--- src/design/b2da_pkg.sv ---
//------------------------------------------------------------------------------
// b2da_pkg
// shared constants and types of the binary to decimal ascii converter
//------------------------------------------------------------------------------
`timescale 1ns / 1ps

package b2da_pkg;

   localparam int VALUE_W    = 16;
   localparam int MODE_W     = 3;
   localparam int ASCII_W    = 6;
   localparam int BCD_W      = 4;
   localparam int QUEUE_DEPTH = 2;

   // v / 10 == (v * RECIP) >> RECIP_SHIFT for every 16-bit v
   localparam logic [16:0] RECIP       = 17'd52429;
   localparam int          RECIP_SHIFT = 19;

   localparam logic [ASCII_W-1:0] ASCII_ZERO = 6'd48;
   localparam logic [MODE_W-1:0]  MODE_SUPPRESS = 3'd0;

   typedef struct packed {
      logic full;
      logic empty;
   } q_status_type;

endpackage

--- src/design/b2da_front.sv ---
//------------------------------------------------------------------------------
// b2da_front
// accepts a value, peels off one decimal digit per cycle, the last one once the
// queue has room, and finds the first character to print
//------------------------------------------------------------------------------
`timescale 1ns / 1ps

module b2da_front #(
   parameter int DIGITS = 5,
   parameter int IW = 3
) (
   input  logic                        clock,
   input  logic                        reset,
   input  logic                        start,
   output logic                        busy,
   input  logic [b2da_pkg::VALUE_W-1:0] req_value,
   input  logic [b2da_pkg::MODE_W-1:0]  req_width_mode,
   input  b2da_pkg::q_status_type      q_status,
   output logic                        push,
   output logic [IW+DIGITS*b2da_pkg::BCD_W-1:0] push_data
);
   import b2da_pkg::*;

   logic                          active_ff, active_in;
   logic [VALUE_W-1:0]            v_ff, v_in;
   logic [MODE_W-1:0]             mode_ff, mode_in;
   logic [IW-1:0]                 k_ff, k_in;
   logic [IW-1:0]                 first_ff, first_in;
   logic [DIGITS-1:0][BCD_W-1:0]  dig_ff, dig_in;

   logic [VALUE_W+16:0]           prod;
   logic [VALUE_W-1:0]            quot;
   logic [VALUE_W-1:0]            times10;
   logic [VALUE_W-1:0]            rem_full;
   logic [BCD_W-1:0]              rem;
   logic [IW-1:0]                 first_step;
   logic [IW-1:0]                 first_out;
   logic                          last_step;
   logic                          accept;

   always_comb begin
      prod     = v_ff * RECIP;
      quot     = VALUE_W'(prod >> RECIP_SHIFT);
      times10  = (quot << 3) + (quot << 1);
      rem_full = v_ff - times10;
      rem      = rem_full[BCD_W-1:0];

      dig_in        = dig_ff;
      dig_in[k_ff]  = rem;
      // digits arrive low to high, so the last nonzero seen is the leading one
      first_step = (rem != '0) ? k_ff : first_ff;

      if (mode_ff == MODE_SUPPRESS) begin
         first_out = first_step;
      end else if (int'(mode_ff) >= DIGITS) begin
         first_out = '0;
      end else begin
         first_out = IW'(DIGITS - int'(mode_ff));
      end

      last_step = active_ff && (k_ff == '0);
      push      = last_step && !q_status.full;
      push_data = {first_out, dig_in};
      busy      = active_ff && !push;
      accept    = start && !busy;

      active_in = active_ff;
      v_in      = v_ff;
      mode_in   = mode_ff;
      k_in      = k_ff;
      first_in  = first_ff;

      if (active_ff && !last_step) begin
         v_in     = quot;
         k_in     = k_ff - 1'b1;
         first_in = first_step;
      end else if (push) begin
         active_in = 1'b0;
      end

      if (accept) begin
         active_in = 1'b1;
         v_in      = req_value;
         mode_in   = req_width_mode;
         k_in      = IW'(DIGITS - 1);
         first_in  = IW'(DIGITS - 1);
      end
   end

   always_ff @(posedge clock) begin
      if (reset) begin
         active_ff <= 1'b0;
      end else begin
         active_ff <= active_in;
      end
   end

   always_ff @(posedge clock) begin
      v_ff     <= v_in;
      mode_ff  <= mode_in;
      k_ff     <= k_in;
      first_ff <= first_in;
      if (active_ff && !last_step) begin
         dig_ff <= dig_in;
      end
   end

endmodule

--- src/design/b2da_queue.sv ---
//------------------------------------------------------------------------------
// b2da_queue
// short fifo of converted numbers between front and back
//------------------------------------------------------------------------------
`timescale 1ns / 1ps

module b2da_queue #(
   parameter int DATA_W = 23
) (
   input  logic               clock,
   input  logic               reset,
   input  logic               push,
   input  logic [DATA_W-1:0]  push_data,
   input  logic               pop,
   output logic [DATA_W-1:0]  pop_data,
   output b2da_pkg::q_status_type q_status
);
   import b2da_pkg::*;

   localparam int PW = (QUEUE_DEPTH > 1) ? $clog2(QUEUE_DEPTH) : 1;
   localparam int CW = $clog2(QUEUE_DEPTH + 1);

   logic [DATA_W-1:0] mem_ff [QUEUE_DEPTH];
   logic [PW-1:0]     wr_ptr_ff, wr_ptr_in;
   logic [PW-1:0]     rd_ptr_ff, rd_ptr_in;
   logic [CW-1:0]     count_ff, count_in;
   logic              do_push, do_pop;

   always_comb begin
      q_status.full  = (count_ff == CW'(QUEUE_DEPTH));
      q_status.empty = (count_ff == '0);
      do_push  = push && !q_status.full;
      do_pop   = pop && !q_status.empty;
      pop_data = mem_ff[rd_ptr_ff];

      wr_ptr_in = wr_ptr_ff;
      rd_ptr_in = rd_ptr_ff;
      count_in  = count_ff;
      if (do_push) begin
         wr_ptr_in = (wr_ptr_ff == PW'(QUEUE_DEPTH - 1)) ? '0 : wr_ptr_ff + 1'b1;
      end
      if (do_pop) begin
         rd_ptr_in = (rd_ptr_ff == PW'(QUEUE_DEPTH - 1)) ? '0 : rd_ptr_ff + 1'b1;
      end
      if (do_push && !do_pop) begin
         count_in = count_ff + 1'b1;
      end else if (do_pop && !do_push) begin
         count_in = count_ff - 1'b1;
      end
   end

   always_ff @(posedge clock) begin
      if (reset) begin
         wr_ptr_ff <= '0;
         rd_ptr_ff <= '0;
         count_ff  <= '0;
      end else begin
         wr_ptr_ff <= wr_ptr_in;
         rd_ptr_ff <= rd_ptr_in;
         count_ff  <= count_in;
      end
   end

   always_ff @(posedge clock) begin
      if (do_push) begin
         mem_ff[wr_ptr_ff] <= push_data;
      end
   end

endmodule

--- src/design/b2da_back.sv ---
//------------------------------------------------------------------------------
// b2da_back
// takes converted numbers from the queue and sends one character per cycle
//------------------------------------------------------------------------------
`timescale 1ns / 1ps

module b2da_back #(
   parameter int DIGITS = 5,
   parameter int IW = 3
) (
   input  logic                        clock,
   input  logic                        reset,
   input  b2da_pkg::q_status_type      q_status,
   input  logic [IW+DIGITS*b2da_pkg::BCD_W-1:0] pop_data,
   output logic                        pop,
   output logic                        rsp_valid,
   output logic [b2da_pkg::ASCII_W-1:0] rsp_ascii_digit,
   output logic                        rsp_last_digit
);
   import b2da_pkg::*;

   logic                          active_ff, active_in;
   logic [IW-1:0]                 idx_ff, idx_in;
   logic [DIGITS-1:0][BCD_W-1:0]  dig_ff, dig_in;
   logic                          at_end;

   always_comb begin
      at_end = (idx_ff == IW'(DIGITS - 1));
      pop    = (!active_ff || at_end) && !q_status.empty;

      rsp_valid       = active_ff;
      rsp_ascii_digit = ASCII_ZERO + ASCII_W'(dig_ff[idx_ff]);
      rsp_last_digit  = at_end;

      active_in = active_ff;
      idx_in    = idx_ff;
      dig_in    = dig_ff;
      if (pop) begin
         active_in = 1'b1;
         idx_in    = pop_data[IW+DIGITS*BCD_W-1 -: IW];
         dig_in    = pop_data[DIGITS*BCD_W-1:0];
      end else if (active_ff) begin
         if (at_end) begin
            active_in = 1'b0;
         end else begin
            idx_in = idx_ff + 1'b1;
         end
      end
   end

   always_ff @(posedge clock) begin
      if (reset) begin
         active_ff <= 1'b0;
      end else begin
         active_ff <= active_in;
      end
   end

   always_ff @(posedge clock) begin
      idx_ff <= idx_in;
      dig_ff <= dig_in;
   end

endmodule

--- src/design/binary_to_decimal_ascii_top.sv ---
//------------------------------------------------------------------------------
// binary_to_decimal_ascii_top
// 16-bit unsigned to ascii decimal characters, most significant first
//------------------------------------------------------------------------------
//   channel   ports                                  handshake
//   request   req_value, req_width_mode              start & !busy
//   response  rsp_ascii_digit, rsp_last_digit        rsp_valid, one cycle
//
// the front divides by ten once per cycle, holding its last digit while the
// queue is full, and takes the next number in the cycle the last is queued.
// the back sends one character per cycle, 1 to DIGITS per number; a number's
// first character follows once the front has queued it and the back popped it.
// busy is high while the front converts and while a finished number waits
// on the full two-entry queue. sync reset clears all control state.
//------------------------------------------------------------------------------
`timescale 1ns / 1ps

module binary_to_decimal_ascii_top #(
   parameter int DIGITS = 5
) (
   input  logic                         clock,
   input  logic                         reset,
   input  logic                         start,
   output logic                         busy,
   input  logic [b2da_pkg::VALUE_W-1:0] req_value,
   input  logic [b2da_pkg::MODE_W-1:0]  req_width_mode,
   output logic                         rsp_valid,
   output logic [b2da_pkg::ASCII_W-1:0] rsp_ascii_digit,
   output logic                         rsp_last_digit
);
   import b2da_pkg::*;

   localparam int IW     = (DIGITS > 1) ? $clog2(DIGITS) : 1;
   localparam int DATA_W = IW + DIGITS * BCD_W;

   q_status_type      q_status;
   logic              push, pop;
   logic [DATA_W-1:0] push_data, pop_data;

   b2da_front #(.DIGITS(DIGITS), .IW(IW)) u_front (
      .clock          (clock),
      .reset          (reset),
      .start          (start),
      .busy           (busy),
      .req_value      (req_value),
      .req_width_mode (req_width_mode),
      .q_status       (q_status),
      .push           (push),
      .push_data      (push_data)
   );

   b2da_queue #(.DATA_W(DATA_W)) u_queue (
      .clock     (clock),
      .reset     (reset),
      .push      (push),
      .push_data (push_data),
      .pop       (pop),
      .pop_data  (pop_data),
      .q_status  (q_status)
   );

   b2da_back #(.DIGITS(DIGITS), .IW(IW)) u_back (
      .clock           (clock),
      .reset           (reset),
      .q_status        (q_status),
      .pop_data        (pop_data),
      .pop             (pop),
      .rsp_valid       (rsp_valid),
      .rsp_ascii_digit (rsp_ascii_digit),
      .rsp_last_digit  (rsp_last_digit)
   );

endmodule

--- config.mk ---
export PLATFORM = sky130hd
export DESIGN_NAME = binary_to_decimal_ascii_top
export DESIGN_NICKNAME = d
export VERILOG_FILES = /design/src/design/b2da_pkg.sv /design/src/design/b2da_front.sv /design/src/design/b2da_queue.sv /design/src/design/b2da_back.sv /design/src/design/binary_to_decimal_ascii_top.sv
export SDC_FILE = /design/constraint.sdc
export NUM_CORES = 1
export LEC_CHECK = 0
export ABC_AREA = 1
export BUFFER_PORTS_ARGS = -buffer_cell sky130_fd_sc_hd__buf_2
export CAP_MARGIN = 5
export CORE_UTILIZATION = 30
export DETAILED_ROUTE_END_ITERATION = 12
export SKIP_CTS_REPAIR_TIMING = 1
export SLEW_MARGIN = 20
export SYNTH_ARGS = -nofsm -noshare
export SYNTH_HDL_FRONTEND = slang
export SYNTH_HIERARCHICAL = 1
export SYNTH_SLANG_ARGS = --single-unit
--- constraint.sdc ---
create_clock -name clock -period 19.06 [get_ports clock]
set_input_delay 0 -clock clock [delete_from_list [all_inputs] [get_ports clock]]
set_output_delay 0 -clock clock [all_outputs]
set_load 0.005 [all_outputs]
* After elaboration in Yosys (flattened, before gate mapping) *
Memory sizes are Yosys's and may differ from the RTL's. A register that Yosys moved wholly into a read port is not among the register bits.
Index checks and enable logic that the tools add are counted.

word-level totals
  output and inout port bits = 9
  logic and storage cells = 97
  memories kept = 1
  RAM bits = 46
  register bits after elaboration = 74

cells by class
  muxes and demuxes = 27
  multipliers = 1
  equal/unequal tests = 4
  reductions and logical operators = 30
  add/sub/neg operators = 10
  order comparisons = 4

memory list
  name            depth  width  rd ports  clocked after memory_dff  wr ports  RTL line          source
  u_queue.mem_ff  2      23     1         1                         1         b2da_queue.sv:23  logic [DATA_W-1:0] mem_ff [QUEUE_DEPTH];

operator list
  cell                      number
  $mul A16 B16 Y32 const B  1
  $mux W16                  2
  $bwmux W20                1
  $mux W3                   6
  $bmux W4 S3               1
  $demux W4 S3              1
  $mux W1                   12
  $logic_and A1 B1 Y1       11
  $logic_not A1 Y1          8
  $lt A3 B4 Y1 const B      2
  $mux W4                   2
  $reduce_bool A2 Y1        4
  $add A5 B5 Y6 const A     1
  $logic_not A3 Y1          2
  $add A4 B4 Y4             1
  $mux W2                   2
  $ne A2 B1 Y1 const B      2
  $reduce_and A2 Y1         2
  $reduce_bool A4 Y1        1
  $sub A4 B4 Y4             1
  $add A3 B1 Y3 const B     1
  $eq A3 B3 Y1 const B      1
  $ge A3 B1 Y1 const B      1
  $ge A3 B3 Y1 const B      1
  other kinds (8)           9

* Logic depth before layout (Yosys ltp) *
  depth in word-level cells = 9
  mapped depth = 32
  depth with buffers taken out = 32

* Modules after synthesis *
The synthesis kept the hierarchy.

modules (own cells, without submodules)
  module      area each (µm²)  instances  seq. area each (µm²)  cells an instance
  b2da_front  7,038.0          1          1,311.3               814
  b2da_queue  1,915.6          1          1,481.4               108
  b2da_back   1,043.5          1          710.7                 89

* Worst setup path after synthesis *
No wires, ideal clock.

  path kind = register to register
  start point = register u_front.v_ff[4]
  end point = memory u_queue.mem_ff[0][21] (data pin)
  arrival = 6.029 ns
  buffers on the path = 0
  setup slack = 12.762 ns
  cell stages (with the launch flop) = 23
  clock period less this slack = 6.298 ns
  setup time = 0.269 ns
  cell sequence = edfxtp_1 -> ha_1 -> fa_1 -> inv_1 -> fa_1 -> fa_1 -> inv_1 -> fa_1 -> inv_1 -> fa_1 -> inv_1 -> ha_1 -> nand2_1 -> nor2_1 -> nand3_1 -> o21ai_0 -> xor2_1 -> ha_1 -> xnor2_1 -> nor3b_1 -> nand3_1 -> nand3_1 -> o21ai_0

on the way
  word-level cells in the longest chain between the ends = 6

RTL lines
  what                     RTL line                           source
  from (decl)              b2da_front.sv:25                   logic [VALUE_W-1:0] v_ff, v_in;
  from (signal assigned)   b2da_front.sv:99                   v_ff <= v_in;
  $mul A16 B16 Y32         b2da_front.sv:42                   prod = v_ff * RECIP;
  $add A4 B4 Y4            b2da_front.sv:44                   times10 = (quot << 3) + (quot << 1);
  $sub A4 B4 Y4            b2da_front.sv:45                   rem_full = v_ff - times10;
  $reduce_bool A4 Y1       b2da_front.sv:51                   first_step = (rem != '0) ? k_ff : first_ff;
  $mux W3                  b2da_front.sv:51
  $mux W3                  b2da_front.sv:53                   if (mode_ff == MODE_SUPPRESS) begin
  named net push_data[21]  binary_to_decimal_ascii_top.sv:38  logic [DATA_W-1:0] push_data, pop_data;
  to (decl)                b2da_queue.sv:23

The timed path passes the listed nets, and every way through them passes these cells.

* Worst setup path in the final report *
  start point = register u_front.v_ff[4]
  end point = memory u_queue.mem_ff[1][20] (data pin)

Same word-level chain as after synthesis.

==> flow_metrics.py <==
metrics = {
    "timing": {
        "period_needed_ns": 7.05,
        "drv_slew": 0,
        "skew_ns": 0.0135,
        "final-hold-violation-count": 0,
        "period_share": 0.370,
        "setup_viol": 0,
        "max_slew_margin": 0.407,
        "max_freq_mhz": 142,
        "tns_ns": 0,
        "worst_pin_slew_ns": 0.889,
        "rsz0062_at_grt": "no",
        "whs_ns": 0.0271,
    },
    "logic_synthesis": {
        "yosys.area.top_type_share": 0.324,
        "synthXorXnorAreaFrac": 0.0140,
        "yosys.area.top_type": "edfxtp_1",
        "synth-compound-area-share": 0.0467,
        "yosysSeqAreaShare": 0.350,
        "synthCells": 1011,
        "yosys-top-cells-count": "inv_1 (241), nand2_1 (181), ha_1 (139)",
        "ys.flop_type": "edfxtp_1",
        "ys_seq_elements": 121,
        "synth_top_family_by_area": "adder cells",
        "synthSimpleGateAreaFrac": 0.131,
        "synthDistinctLibCells": 44,
        "synth.avg_cell_area_um2": 9.89,
        "async_flop_share": 0,
        "yosysWarnings": 6,
        "synthTopCellsByArea": "edfxtp_1 (32%), ha_1 (17%), fa_1 (16%)",
        "yosysMostFrequentCell": "inv_1",
        "synth_edf_count": 108,
        "synth_mux_area_frac": 0.0259,
        "synthAdderAreaFrac": 0.334,
        "syn_area_um2": 10000,
    },
    "cts": {
        "cts_buffer_depth": 2,
        "cts_tree": "done",
        "cts_buffers": 17,
        "insertion_delay_ns": 0.42,
        "clk_pin_slew_worst_paths_ns": 0.06,
        "clock_sinks": 121,
        "cts-root-buf": "clkbuf_16",
        "htreeDepth": 4,
    },
    "worst_setup_path": {
        "cp_data_arrival_time_ns": 7.19,
        "path_class": "reg2reg",
        "worst_ep_required_time_ns": 19.20,
        "cp-end-kind": "flip-flop",
        "crit_fanout": 6,
        "start_kind": "flip-flop",
    },
    "detailed_routing": {
        "drc": 0,
        "drtPass1Iterations": 5,
        "vias_per_cell": 4.47,
        "post_drt_wl_per_cell_um": 15.1,
        "drtAntennaViolNets": 0,
        "vias": 6833,
        "wl_mm": 23.1,
        "drt_iter0_markers": 586,
    },
    "floorplan": {
        "rows": 66,
        "die_h_um": 185,
        "die-width_um": 185,
        "ioPinCount": 31,
        "initial_core_util": 0.306,
        "core_um2": 32700,
        "dieArea_um2": 34100,
    },
    "min_path": {
        "min_path_type": "in2reg",
    },
    "global_route": {
        "grt_pass1_wl_mm": 36.8,
        "grt_pass1_vias": 6826,
        "grt_max_degree": 28,
        "grt_overflow_total": 0,
        "grtUsageTotal": 0.144,
        "antenna_found_initial": 0,
    },
    "cells_and_area": {
        "drive_above_1_share": 0.113,
        "final_net_count": 1314,
        "syn2layout_area_growth_pct": 14.5,
        "n_fill_cell": 3364,
        "antenna_cells": 0,
    },
    "placement": {
        "dpl.hpwl_mm": 18.4,
        "gp_congestion": 0.924,
        "portBuffers": 28,
    },
    "run_status": {
        "status": "finished, final reports clean",
    },
    "flow_run": {
        "cap_violations": 0,
    },
}
area by class of cell:
cell class	instances	area, um2	share of cell area
Clock buffer	18	429	0.0375
Clock inverter	14	164	0.0143
Inverter	244	916	0.0800
Multi-Input combinational cell	639	5530	0.483
Sequential cell	121	3500	0.306
Tap cell	442	553	0.0483
Timing Repair Buffer	50	348	0.0304
kinds of logic after synthesis:
family,after synthesis
flip-flops,121
AO/OA/AOI/OAI,81
buffers and inverters,252
AND/OR/NAND/NOR,298
XOR/XNOR,16
other,1
adder cells (fa/ha/maj),219
multiplexers,23
registers in the layout, summed over array words and instances (netlist names), named ones only:
signal,cells
u_back/dig_ff,20
u_back/idx_ff,3
u_back/rsp_valid,1
u_front/active_ff,1
u_front/dig_ff,20
u_front/first_ff,3
u_front/k_ff,3
u_front/mode_ff,3
u_front/v_ff,16
u_queue/count_ff,2
u_queue/mem_ff,46
u_queue/rd_ptr_ff,1
u_queue/wr_ptr_ff,1
worst max-delay path: stages, from the launching register on:
cell      delay, ns
edfxtp_1       0.51
ha_1           0.41
fa_1           0.54
inv_1          0.06
fa_1           0.51
fa_1           0.55
inv_1          0.06
fa_1           0.53
inv_1          0.05
fa_1           0.53
inv_1          0.04
ha_1           0.36
nand2_1        0.12
nor2_1         0.17
nand3_1        0.09
o21ai_0        0.43
xor2_1         0.24
ha_1           0.29
xnor2_1        0.25
nor3b_1        0.63
nand3_1        0.19
nand3_1        0.12
o21ai_1        0.09
through the flow:
step	area, um2	util	instances	setup WS (ns)
4_1_cts	11300	0.345	1511	12.06
5_1_grt	11400	0.350	1528	11.47
3_3_place_gp	10700	0.327	1479	12.25
2_1_floorplan	10000	-	1012	12.76
6_report	11400	0.350	1528	12.01
3_5_place_dp	10700	0.327	1479	12.11
placed cells by master (no fill, tap or decap), drive strengths merged, types with 2 or more instances in the layout:
cell type    instances
a21o                 4
nand4                3
inv                249
ha                 139
edfxtp             108
nand3               46
clkbuf              18
fa                  80
o21ai               39
nor3                 9
dlygate4sd3         17
conb                 2
mux2                23
o21bai               3
or2                  3
xnor2                8
buf                 33
clkinvlp             2
bufinv               2
a21oi               31
clkinv               5
xor2                 8
nor2                42
dfxtp               13
nand2              190
path summary, 6_finish.rpt:
check / end / startpoint / slack (ns) / cells past startpoint
worst max-delay path: u_queue/mem_ff[1][20]$_DFFE_PP_ / u_front/v_ff[4]$_DFFE_PP_ / 12.01 / 22
worst min-delay path: u_front/v_ff[4]$_DFFE_PP_ / req_value[4] / 0.03 / 3
worst max register to register: u_queue/mem_ff[1][20]$_DFFE_PP_ / u_front/v_ff[4]$_DFFE_PP_ / 12.01 / 22
worst min register to register: u_front/first_ff[1]$_SDFFE_PP0P_ / u_front/first_ff[1]$_SDFFE_PP0P_ / 0.48 / 2
layer usage:
| layer | routed length, um | vias up | track usage | part of all wire |
|---|---|---|---|---|
| met5 | 0 | - | 0 | 0 |
| met4 | 210 | 0 | 0.0280 | 0.0091 |
| met3 | 913 | 13 | 0.0290 | 0.040 |
| met2 | 10500 | 153 | 0.224 | 0.45 |
| met1 | 11500 | 3301 | 0.206 | 0.50 |
| li1 | - | 3366 | - | - |
Power is left out: the tool's default activity adds up to more than one toggle a clock period on the data nets, which glitch-free logic cannot reach.
